==> config.mk <==
export PLATFORM = sky130hd
export DESIGN_NAME = pooled_slot_allocator_with_active_list
export DESIGN_NICKNAME = d
export VERILOG_FILES = /design/src/hdl/psa_pkg.sv /design/src/hdl/psa_ram.sv /design/src/hdl/psa_entity_map.sv /design/src/hdl/pooled_slot_allocator_with_active_list.sv
export SDC_FILE = /design/constraint.sdc
export NUM_CORES = 2
export LEC_CHECK = 0
export ABC_AREA = 1
export BUFFER_PORTS_ARGS = -buffer_cell sky130_fd_sc_hd__buf_2
export CAP_MARGIN = 15
export CORE_UTILIZATION = 40
export CTS_BUF_LIST = sky130_fd_sc_hd__clkbuf_16
export CTS_CLUSTER_DIAMETER = 150
export DETAILED_ROUTE_END_ITERATION = 6
export SLEW_MARGIN = 25
export SYNTH_ARGS = -nofsm -noshare
export SYNTH_HDL_FRONTEND = slang
export SYNTH_HIERARCHICAL = 1
export SYNTH_SLANG_ARGS = --single-unit
==> constraint.sdc <==
create_clock -name clk -period 7.9 [get_ports clk]
set_input_delay 1.58 -clock clk [delete_from_list [all_inputs] [get_ports clk]]
set_output_delay 1.58 -clock clk [all_outputs]
set_load 0.005 [all_outputs]
==> src/hdl/psa_pkg.sv <==
package psa_pkg;

  // Pool and map sizes
  localparam int POOL_SIZE    = 64;
  localparam int ENTITY_COUNT = 1024;
  localparam int MAX_RESULTS  = 64;

  // Slot index and link pointer widths; the pointer top bit means none
  localparam int SLOT_W = $clog2(POOL_SIZE);
  localparam int PTR_W  = SLOT_W + 1;
  localparam int MAP_AW = $clog2(ENTITY_COUNT);

  // Longest walk of one list request
  localparam int LIST_CNT = (MAX_RESULTS < POOL_SIZE) ? MAX_RESULTS : POOL_SIZE;
  localparam int K_W      = (LIST_CNT > 1) ? $clog2(LIST_CNT) : 1;

  localparam logic [PTR_W-1:0] PTR_NONE = {1'b1, {SLOT_W{1'b0}}};

  // Field widths of one word
  localparam int ENTITY_W = 10;
  localparam int AREA_W   = 16;
  localparam int FLAGS_W  = 2;
  localparam int OUT_SLOT_W = 6;

  // Request codes
  localparam logic [1:0] OP_ADD    = 2'd0;
  localparam logic [1:0] OP_REMOVE = 2'd1;
  localparam logic [1:0] OP_LIST   = 2'd2;

  // Contents held by one slot
  typedef struct packed {
    logic [ENTITY_W-1:0] entity;
    logic [AREA_W-1:0]   area;
    logic [FLAGS_W-1:0]  flags;
  } rec_t;

  localparam int REC_W = $bits(rec_t);

  // Write request into the entity map
  typedef struct packed {
    logic              we;
    logic [MAP_AW-1:0] addr;
    logic [PTR_W-1:0]  data;
  } map_wr_t;

endpackage

==> src/hdl/psa_ram.sv <==
module psa_ram #(
  parameter int WIDTH = 8,
  parameter int DEPTH = 64
) (
  input  logic                     clk,
  input  logic                     we,
  input  logic [$clog2(DEPTH)-1:0] waddr,
  input  logic [WIDTH-1:0]         wdata,
  input  logic [$clog2(DEPTH)-1:0] raddr,
  output logic [WIDTH-1:0]         rdata
);

  logic [WIDTH-1:0] mem [DEPTH];

  // Write one entry, read one entry with registered data
  always_ff @(posedge clk) begin
    if (we) begin
      mem[waddr] <= wdata;
    end
    rdata <= mem[raddr];
  end

endmodule

==> src/hdl/psa_entity_map.sv <==
module psa_entity_map (
  input  logic             clk,
  input  logic             rst,
  input  psa_pkg::map_wr_t wr,
  output logic             clearing
);
  import psa_pkg::*;

  logic [PTR_W-1:0]  mem [ENTITY_COUNT];
  logic [MAP_AW-1:0] clr_addr;

  // Sweep the map once after reset, one entry a cycle
  always_ff @(posedge clk) begin
    if (rst) begin
      clearing <= 1'b1;
      clr_addr <= '0;
    end else if (clearing) begin
      clr_addr <= clr_addr + 1'b1;
      if (clr_addr == MAP_AW'(ENTITY_COUNT - 1)) begin
        clearing <= 1'b0;
      end
    end
  end

  // Write the cleared mark during the sweep, map updates afterwards
  always_ff @(posedge clk) begin
    if (clearing) begin
      mem[clr_addr] <= PTR_NONE;
    end else if (wr.we) begin
      mem[wr.addr] <= wr.data;
    end
  end

endmodule

==> src/hdl/pooled_slot_allocator_with_active_list.sv <==
// Pooled slot allocator with a LIFO free list and a doubly linked active list.
// Requests: a word is taken on a rising edge with start high and busy low.
//   op add    pops the free head, links it at the front of the active list and
//             stores entity, area and flags; the result follows in the next cycle.
//   op remove unlinks an active slot and pushes it on the free list; the result
//             comes from ST_REM_WB, or in the next cycle when the slot is not active.
//   op list   walks the active list from the front, one result word a cycle,
//             the first one from ST_LIST; last marks the final.
//   op code 3 is taken and gives no result.
// Results: done is high for one cycle per result word; the receiver cannot
// hold them off. busy stays high until the request has finished: an add
// through ST_ADD_WB, a remove through ST_REM_WB, a list through ST_LIST,
// while a failed request or op code 3 leaves the block idle. These states
// are needed because the link memories have registered reads.
// Reset (synchronous, active high) puts every slot on the free list, slot 0
// first, empties the active list, and starts a sweep of the entity map that
// keeps busy high until all ENTITY_COUNT (1024) entries are cleared.
module pooled_slot_allocator_with_active_list (
  input  logic        clk,
  input  logic        rst,
  input  logic        start,
  output logic        busy,
  input  logic [1:0]  op,
  input  logic [9:0]  entity,
  input  logic [15:0] area,
  input  logic [1:0]  entry_flags,
  input  logic [5:0]  slot,
  output logic        done,
  output logic        ok,
  output logic [5:0]  slot_out,
  output logic [9:0]  entity_out,
  output logic [15:0] area_out,
  output logic [1:0]  flags_out,
  output logic        last
);
  import psa_pkg::*;

  typedef enum logic [3:0] {
    ST_IDLE   = 4'b0001,
    ST_ADD_WB = 4'b0010,
    ST_REM_WB = 4'b0100,
    ST_LIST   = 4'b1000
  } state_t;

  state_t state;

  logic [PTR_W-1:0]  free_head;
  logic [PTR_W-1:0]  active_head;
  logic [POOL_SIZE-1:0] slot_active;
  logic [POOL_SIZE-1:0] fn_valid;
  logic [SLOT_W-1:0] cur;
  logic [K_W-1:0]    k;

  // Memory ports
  logic              fn_we, an_we, ap_we, rec_we;
  logic [SLOT_W-1:0] fn_waddr, an_waddr, ap_waddr, rec_waddr;
  logic [PTR_W-1:0]  fn_wdata, an_wdata, ap_wdata;
  rec_t              rec_wdata;
  logic [SLOT_W-1:0] fn_raddr, an_raddr, ap_raddr, rec_raddr;
  logic [PTR_W-1:0]  fn_rdata, an_rdata, ap_rdata;
  logic [REC_W-1:0]  rec_rdata_bits;
  rec_t              rec_rdata;

  map_wr_t           map_wr;
  logic              clearing;

  logic              accept;
  logic              free_empty, head_none, ent_in_range, rem_ok, fin;
  logic [SLOT_W-1:0] fh_slot, ah_slot, slot_idx;
  logic [PTR_W-1:0]  fn_next_val;
  rec_t              rec_in;

  assign busy      = (state != ST_IDLE) || clearing;
  assign accept    = start && !busy;
  assign rec_rdata = rec_t'(rec_rdata_bits);

  assign free_empty   = free_head[PTR_W-1];
  assign head_none    = active_head[PTR_W-1];
  assign fh_slot      = free_head[SLOT_W-1:0];
  assign ah_slot      = active_head[SLOT_W-1:0];
  assign slot_idx     = SLOT_W'(slot);
  assign ent_in_range = 32'(entity) < ENTITY_COUNT;
  assign rem_ok       = (32'(slot) < POOL_SIZE) && slot_active[slot_idx];
  assign rec_in       = '{entity: entity, area: area, flags: entry_flags};

  // Successor on the free list; untouched entries keep their reset chain
  always_comb begin
    if (fn_valid[cur]) begin
      fn_next_val = fn_rdata;
    end else if (cur == SLOT_W'(POOL_SIZE - 1)) begin
      fn_next_val = PTR_NONE;
    end else begin
      fn_next_val = {1'b0, SLOT_W'(cur + 1'b1)};
    end
  end

  // End the walk at the list tail or at the result limit
  assign fin = an_rdata[PTR_W-1] || (k == K_W'(LIST_CNT - 1));

  // Drive memory reads and writes for each step
  always_comb begin
    fn_we = 1'b0; fn_waddr = '0; fn_wdata = '0; fn_raddr = fh_slot;
    an_we = 1'b0; an_waddr = '0; an_wdata = '0; an_raddr = ah_slot;
    ap_we = 1'b0; ap_waddr = '0; ap_wdata = '0; ap_raddr = slot_idx;
    rec_we = 1'b0; rec_waddr = '0; rec_wdata = '0; rec_raddr = ah_slot;
    map_wr = '0;
    unique case (state)
      ST_IDLE: begin
        if (accept) begin
          case (op)
            OP_ADD: begin
              if (!free_empty) begin
                an_we     = 1'b1;
                an_waddr  = fh_slot;
                an_wdata  = active_head;
                rec_we    = 1'b1;
                rec_waddr = fh_slot;
                rec_wdata = rec_in;
                if (!head_none) begin
                  ap_we    = 1'b1;
                  ap_waddr = ah_slot;
                  ap_wdata = free_head;
                end
                map_wr.we   = ent_in_range;
                map_wr.addr = MAP_AW'(entity);
                map_wr.data = free_head;
              end
            end
            OP_REMOVE: begin
              an_raddr  = slot_idx;
              rec_raddr = slot_idx;
              if (rem_ok) begin
                fn_we    = 1'b1;
                fn_waddr = slot_idx;
                fn_wdata = free_head;
              end
            end
            default: ;
          endcase
        end
      end
      ST_ADD_WB: begin
        fn_raddr = cur;
        ap_we    = 1'b1;
        ap_waddr = cur;
        ap_wdata = PTR_NONE;
      end
      ST_REM_WB: begin
        if (!ap_rdata[PTR_W-1]) begin
          an_we    = 1'b1;
          an_waddr = ap_rdata[SLOT_W-1:0];
          an_wdata = an_rdata;
        end
        if (!an_rdata[PTR_W-1]) begin
          ap_we    = 1'b1;
          ap_waddr = an_rdata[SLOT_W-1:0];
          ap_wdata = ap_rdata;
        end
        map_wr.we   = 32'(rec_rdata.entity) < ENTITY_COUNT;
        map_wr.addr = MAP_AW'(rec_rdata.entity);
        map_wr.data = PTR_NONE;
      end
      ST_LIST: begin
        an_raddr  = an_rdata[SLOT_W-1:0];
        rec_raddr = an_rdata[SLOT_W-1:0];
      end
      default: ;
    endcase
  end

  // Sequence requests and hold the list heads
  always_ff @(posedge clk) begin
    if (rst) begin
      state       <= ST_IDLE;
      free_head   <= '0;
      active_head <= PTR_NONE;
      slot_active <= '0;
      fn_valid    <= '0;
      done        <= 1'b0;
    end else begin
      done <= 1'b0;
      unique case (state)
        ST_IDLE: begin
          if (accept) begin
            case (op)
              OP_ADD: begin
                done <= 1'b1;
                last <= 1'b1;
                if (free_empty) begin
                  ok <= 1'b0; slot_out <= '0;
                  entity_out <= '0; area_out <= '0; flags_out <= '0;
                end else begin
                  ok          <= 1'b1;
                  slot_out    <= OUT_SLOT_W'(fh_slot);
                  entity_out  <= entity;
                  area_out    <= area;
                  flags_out   <= entry_flags;
                  active_head <= free_head;
                  slot_active[fh_slot] <= 1'b1;
                  cur         <= fh_slot;
                  state       <= ST_ADD_WB;
                end
              end
              OP_REMOVE: begin
                if (rem_ok) begin
                  free_head <= {1'b0, slot_idx};
                  fn_valid[slot_idx]    <= 1'b1;
                  slot_active[slot_idx] <= 1'b0;
                  cur   <= slot_idx;
                  state <= ST_REM_WB;
                end else begin
                  done <= 1'b1; last <= 1'b1; ok <= 1'b0;
                  slot_out <= slot;
                  entity_out <= '0; area_out <= '0; flags_out <= '0;
                end
              end
              OP_LIST: begin
                if (head_none) begin
                  done <= 1'b1; last <= 1'b1; ok <= 1'b0; slot_out <= '0;
                  entity_out <= '0; area_out <= '0; flags_out <= '0;
                end else begin
                  cur   <= ah_slot;
                  k     <= '0;
                  state <= ST_LIST;
                end
              end
              default: ;
            endcase
          end
        end
        ST_ADD_WB: begin
          free_head <= fn_next_val;
          state     <= ST_IDLE;
        end
        ST_REM_WB: begin
          if (ap_rdata[PTR_W-1]) begin
            active_head <= an_rdata;
          end
          done       <= 1'b1;
          last       <= 1'b1;
          ok         <= 1'b1;
          slot_out   <= OUT_SLOT_W'(cur);
          entity_out <= rec_rdata.entity;
          area_out   <= rec_rdata.area;
          flags_out  <= rec_rdata.flags;
          state      <= ST_IDLE;
        end
        ST_LIST: begin
          done       <= 1'b1;
          last       <= fin;
          ok         <= 1'b1;
          slot_out   <= OUT_SLOT_W'(cur);
          entity_out <= rec_rdata.entity;
          area_out   <= rec_rdata.area;
          flags_out  <= rec_rdata.flags;
          if (fin) begin
            state <= ST_IDLE;
          end else begin
            cur <= an_rdata[SLOT_W-1:0];
            k   <= k + 1'b1;
          end
        end
        default: state <= ST_IDLE;
      endcase
    end
  end

  psa_ram #(.WIDTH(PTR_W), .DEPTH(POOL_SIZE)) u_free_next (
    .clk(clk), .we(fn_we), .waddr(fn_waddr), .wdata(fn_wdata),
    .raddr(fn_raddr), .rdata(fn_rdata)
  );

  psa_ram #(.WIDTH(PTR_W), .DEPTH(POOL_SIZE)) u_active_next (
    .clk(clk), .we(an_we), .waddr(an_waddr), .wdata(an_wdata),
    .raddr(an_raddr), .rdata(an_rdata)
  );

  psa_ram #(.WIDTH(PTR_W), .DEPTH(POOL_SIZE)) u_active_prev (
    .clk(clk), .we(ap_we), .waddr(ap_waddr), .wdata(ap_wdata),
    .raddr(ap_raddr), .rdata(ap_rdata)
  );

  psa_ram #(.WIDTH(REC_W), .DEPTH(POOL_SIZE)) u_record (
    .clk(clk), .we(rec_we), .waddr(rec_waddr), .wdata(REC_W'(rec_wdata)),
    .raddr(rec_raddr), .rdata(rec_rdata_bits)
  );

  psa_entity_map u_entity_map (
    .clk(clk), .rst(rst), .wr(map_wr), .clearing(clearing)
  );

  // An add always answers in the next cycle with a single word
  a_add_answers: assert property (@(posedge clk) disable iff (rst)
    (start && !busy && op == OP_ADD) |=> (done && last))
    else $error("add request gave no result word");

  // A list word that is not the last is followed at once by another
  a_list_continues: assert property (@(posedge clk) disable iff (rst)
    (done && !last) |=> done)
    else $error("list walk stopped before its last word");

  // When idle, the free list is empty exactly when every slot is active
  a_pool_count: assert property (@(posedge clk) disable iff (rst)
    (state == ST_IDLE) |-> (free_head[PTR_W-1] == ($countones(slot_active) == POOL_SIZE)))
    else $error("free list and active slots disagree");

  // A failed word is always the last of its request
  a_fail_last: assert property (@(posedge clk) disable iff (rst)
    (done && !ok) |-> (last && state == ST_IDLE))
    else $error("failure word not final");

endmodule

==> flow_summary.ini <==
[sta]
period_needed_ps = 5400
skew_ps = 67.7
tightest_slew_ps = 1170
slew_headroom_pct = 22.2
tns_ps = 0
post-route-period-util_pct = 68.4
fmax_ghz = 0.185
rsz0062_at_grt = no
finalHoldViolCount = 0
setup_viol = 0
finalMaxSlewViolations = 0

[final_layout]
layout_common_cells = nand2_1 (4354), edfxtp_1 (3184), nand3_1 (2796), clkbuf_16 (366), inv_1 (361)
syn_to_final_growth_pct = 12.3
layout_commonest_cell = nand2_1
nets = 12600
layout-drive-gt1-share_pct = 7.98
instances_no_fill = 17500

[placed_design]
gp_congestion = 0.888
portBuffers = 76
dp_hpwl_um = 235000
place_inst = 16800

[routing]
dr.pass1.iters = 6
vias = 95800
vias_per_cell = 5.49
drt_iter0_markers = 12400
wl_per_cell_um = 23.4
antenna_left = 0
wl_um = 409000
drc_errors = 0

[global_routing]
antenna_found_initial = 21
globalRouteTotalUtil_pct = 22.5
grt_max_degree = 192
grt.overflow.total = 0
grt_pass1_vias = 89800
grt_pass1_wl_um = 600000

[setup_path]
crit_path_end_kind = register
cp.required_ps = 8780
cp_data_arrival_time_ps = 6280
start_kind = register
path_class = reg2reg
path_max_fanout = 168

[floorplan]
start_util_pct = 40.2
die_h_um = 594
rows = 217
core_um2 = 349000
io_pins = 77
die_x_um = 594
die_area_um2 = 353000

[synth]
syn_inst = 12600
syn_avg_cell_area_um2 = 11.1
synth.cell_area_um2 = 140000
synth_fp_nets = 12700
yosysWarnings = 6

[power_and_ir_drop]
power_leakage_nw = 53.2
power_density_nw_per_um2 = 229
irDropWorstVdd_uv = 154

[clock_network]
htreeDepth = 5
path_clk_slew_ps = 60
clk_root_buffer_cell = clkbuf_16
numClockSinks = 3391
clk_latency_ps = 960
postCtsSetupRepairBufs = 0
cts_made_buffers = 358
holdBufCountCts = 0
clock_path_buffers = 4
cts_tree = yes
cts_resized = 0

[status]
status = finished clean

[run]
cap_viol_max_count = 0

[min_path]
min_path_type = reg2reg
==> registers in the layout (all words and copies together), names as in the netlist, 10 cells and up <==
| register | flops |
|---|---|
| u_record/mem | 1792 |
| u_active_next/mem | 448 |
| entity_out | 10 |
| u_entity_map/clr_addr | 10 |
| area_out | 16 |
| slot_active | 64 |
| u_free_next/mem | 448 |
| u_record/rdata | 28 |
| u_active_prev/mem | 448 |
| fn_valid | 64 |
==> area by class of cell <==
class / count / area, µm²
multi-input combinational: 8135 / 36300
antenna: 4 / 10.0
timing repair buffer: 369 / 3350
sequential: 3391 / 99800
inverter: 318 / 1260
clock inverter: 283 / 2010
clock buffer: 366 / 9160
fill: 31900 / 192000
tap: 4599 / 5750
==> worst paths after layout <==
check	from	to	slack [ps]	cells past startpoint
worst max-delay path	state[3]	u_record/rdata[4]	2500	19
worst min-delay path	fn_valid[42]	fn_valid[42]	450	2
worst max register to register	state[3]	u_record/rdata[4]	2500	19
worst min register to register	fn_valid[42]	fn_valid[42]	450	2
==> routing by layer <==
| layer | vias to the layer above | wire (µm) | global-route usage, % |
|---|---|---|---|
| met5 | - | 42 | 0 |
| met4 | 6 | 14400 | 7.48 |
| met3 | 681 | 39300 | 4.42 |
| met2 | 4424 | 186000 | 35.0 |
| met1 | 46700 | 169000 | 31.5 |
| li1 | 44000 | - | - |
==> stage by stage <==
step	area, µm²	util (%)	setup slack [ps]	hold slack [ps]	total power, mW
CTS	157000	45.1	2570	449	36.3
floorplan	140000	-	1720	427	20.1
finish	158000	45.1	2500	453	36.1
global placement	146000	41.8	1820	435	20.3
detailed placement	146000	41.9	1760	439	20.3
global route	158000	45.1	2250	468	37.0
==> report_power, final <==
| part | internal [mW] | leakage, nW | switching (mW) | total, mW |
|---|---|---|---|---|
| Sequential | 19.4 | 24.1 | 0.0212 | 19.4 |
| Clock | 9.09 | 5.79 | 7.01 | 16.1 |
| Combinational | 0.144 | 23.4 | 0.432 | 0.576 |
==> worst max-delay path: stages, from the launching register on <==
cell,delay [ps]
dfxtp_1,340
nor2_1,170
inv_2,60
nor3_4,100
buf_4,240
nand3_2,250
nor2_2,290
inv_1,260
nand2_1,480
o221ai_4,370
inv_16,480
buf_4,690
nand2_1,100
nand3_1,90
nand3_1,90
nand2_1,100
nand2_1,90
nand3_1,140
nand3_1,470
nand2_1,230
No activity file was read; power rests on OpenSTA's default activity.
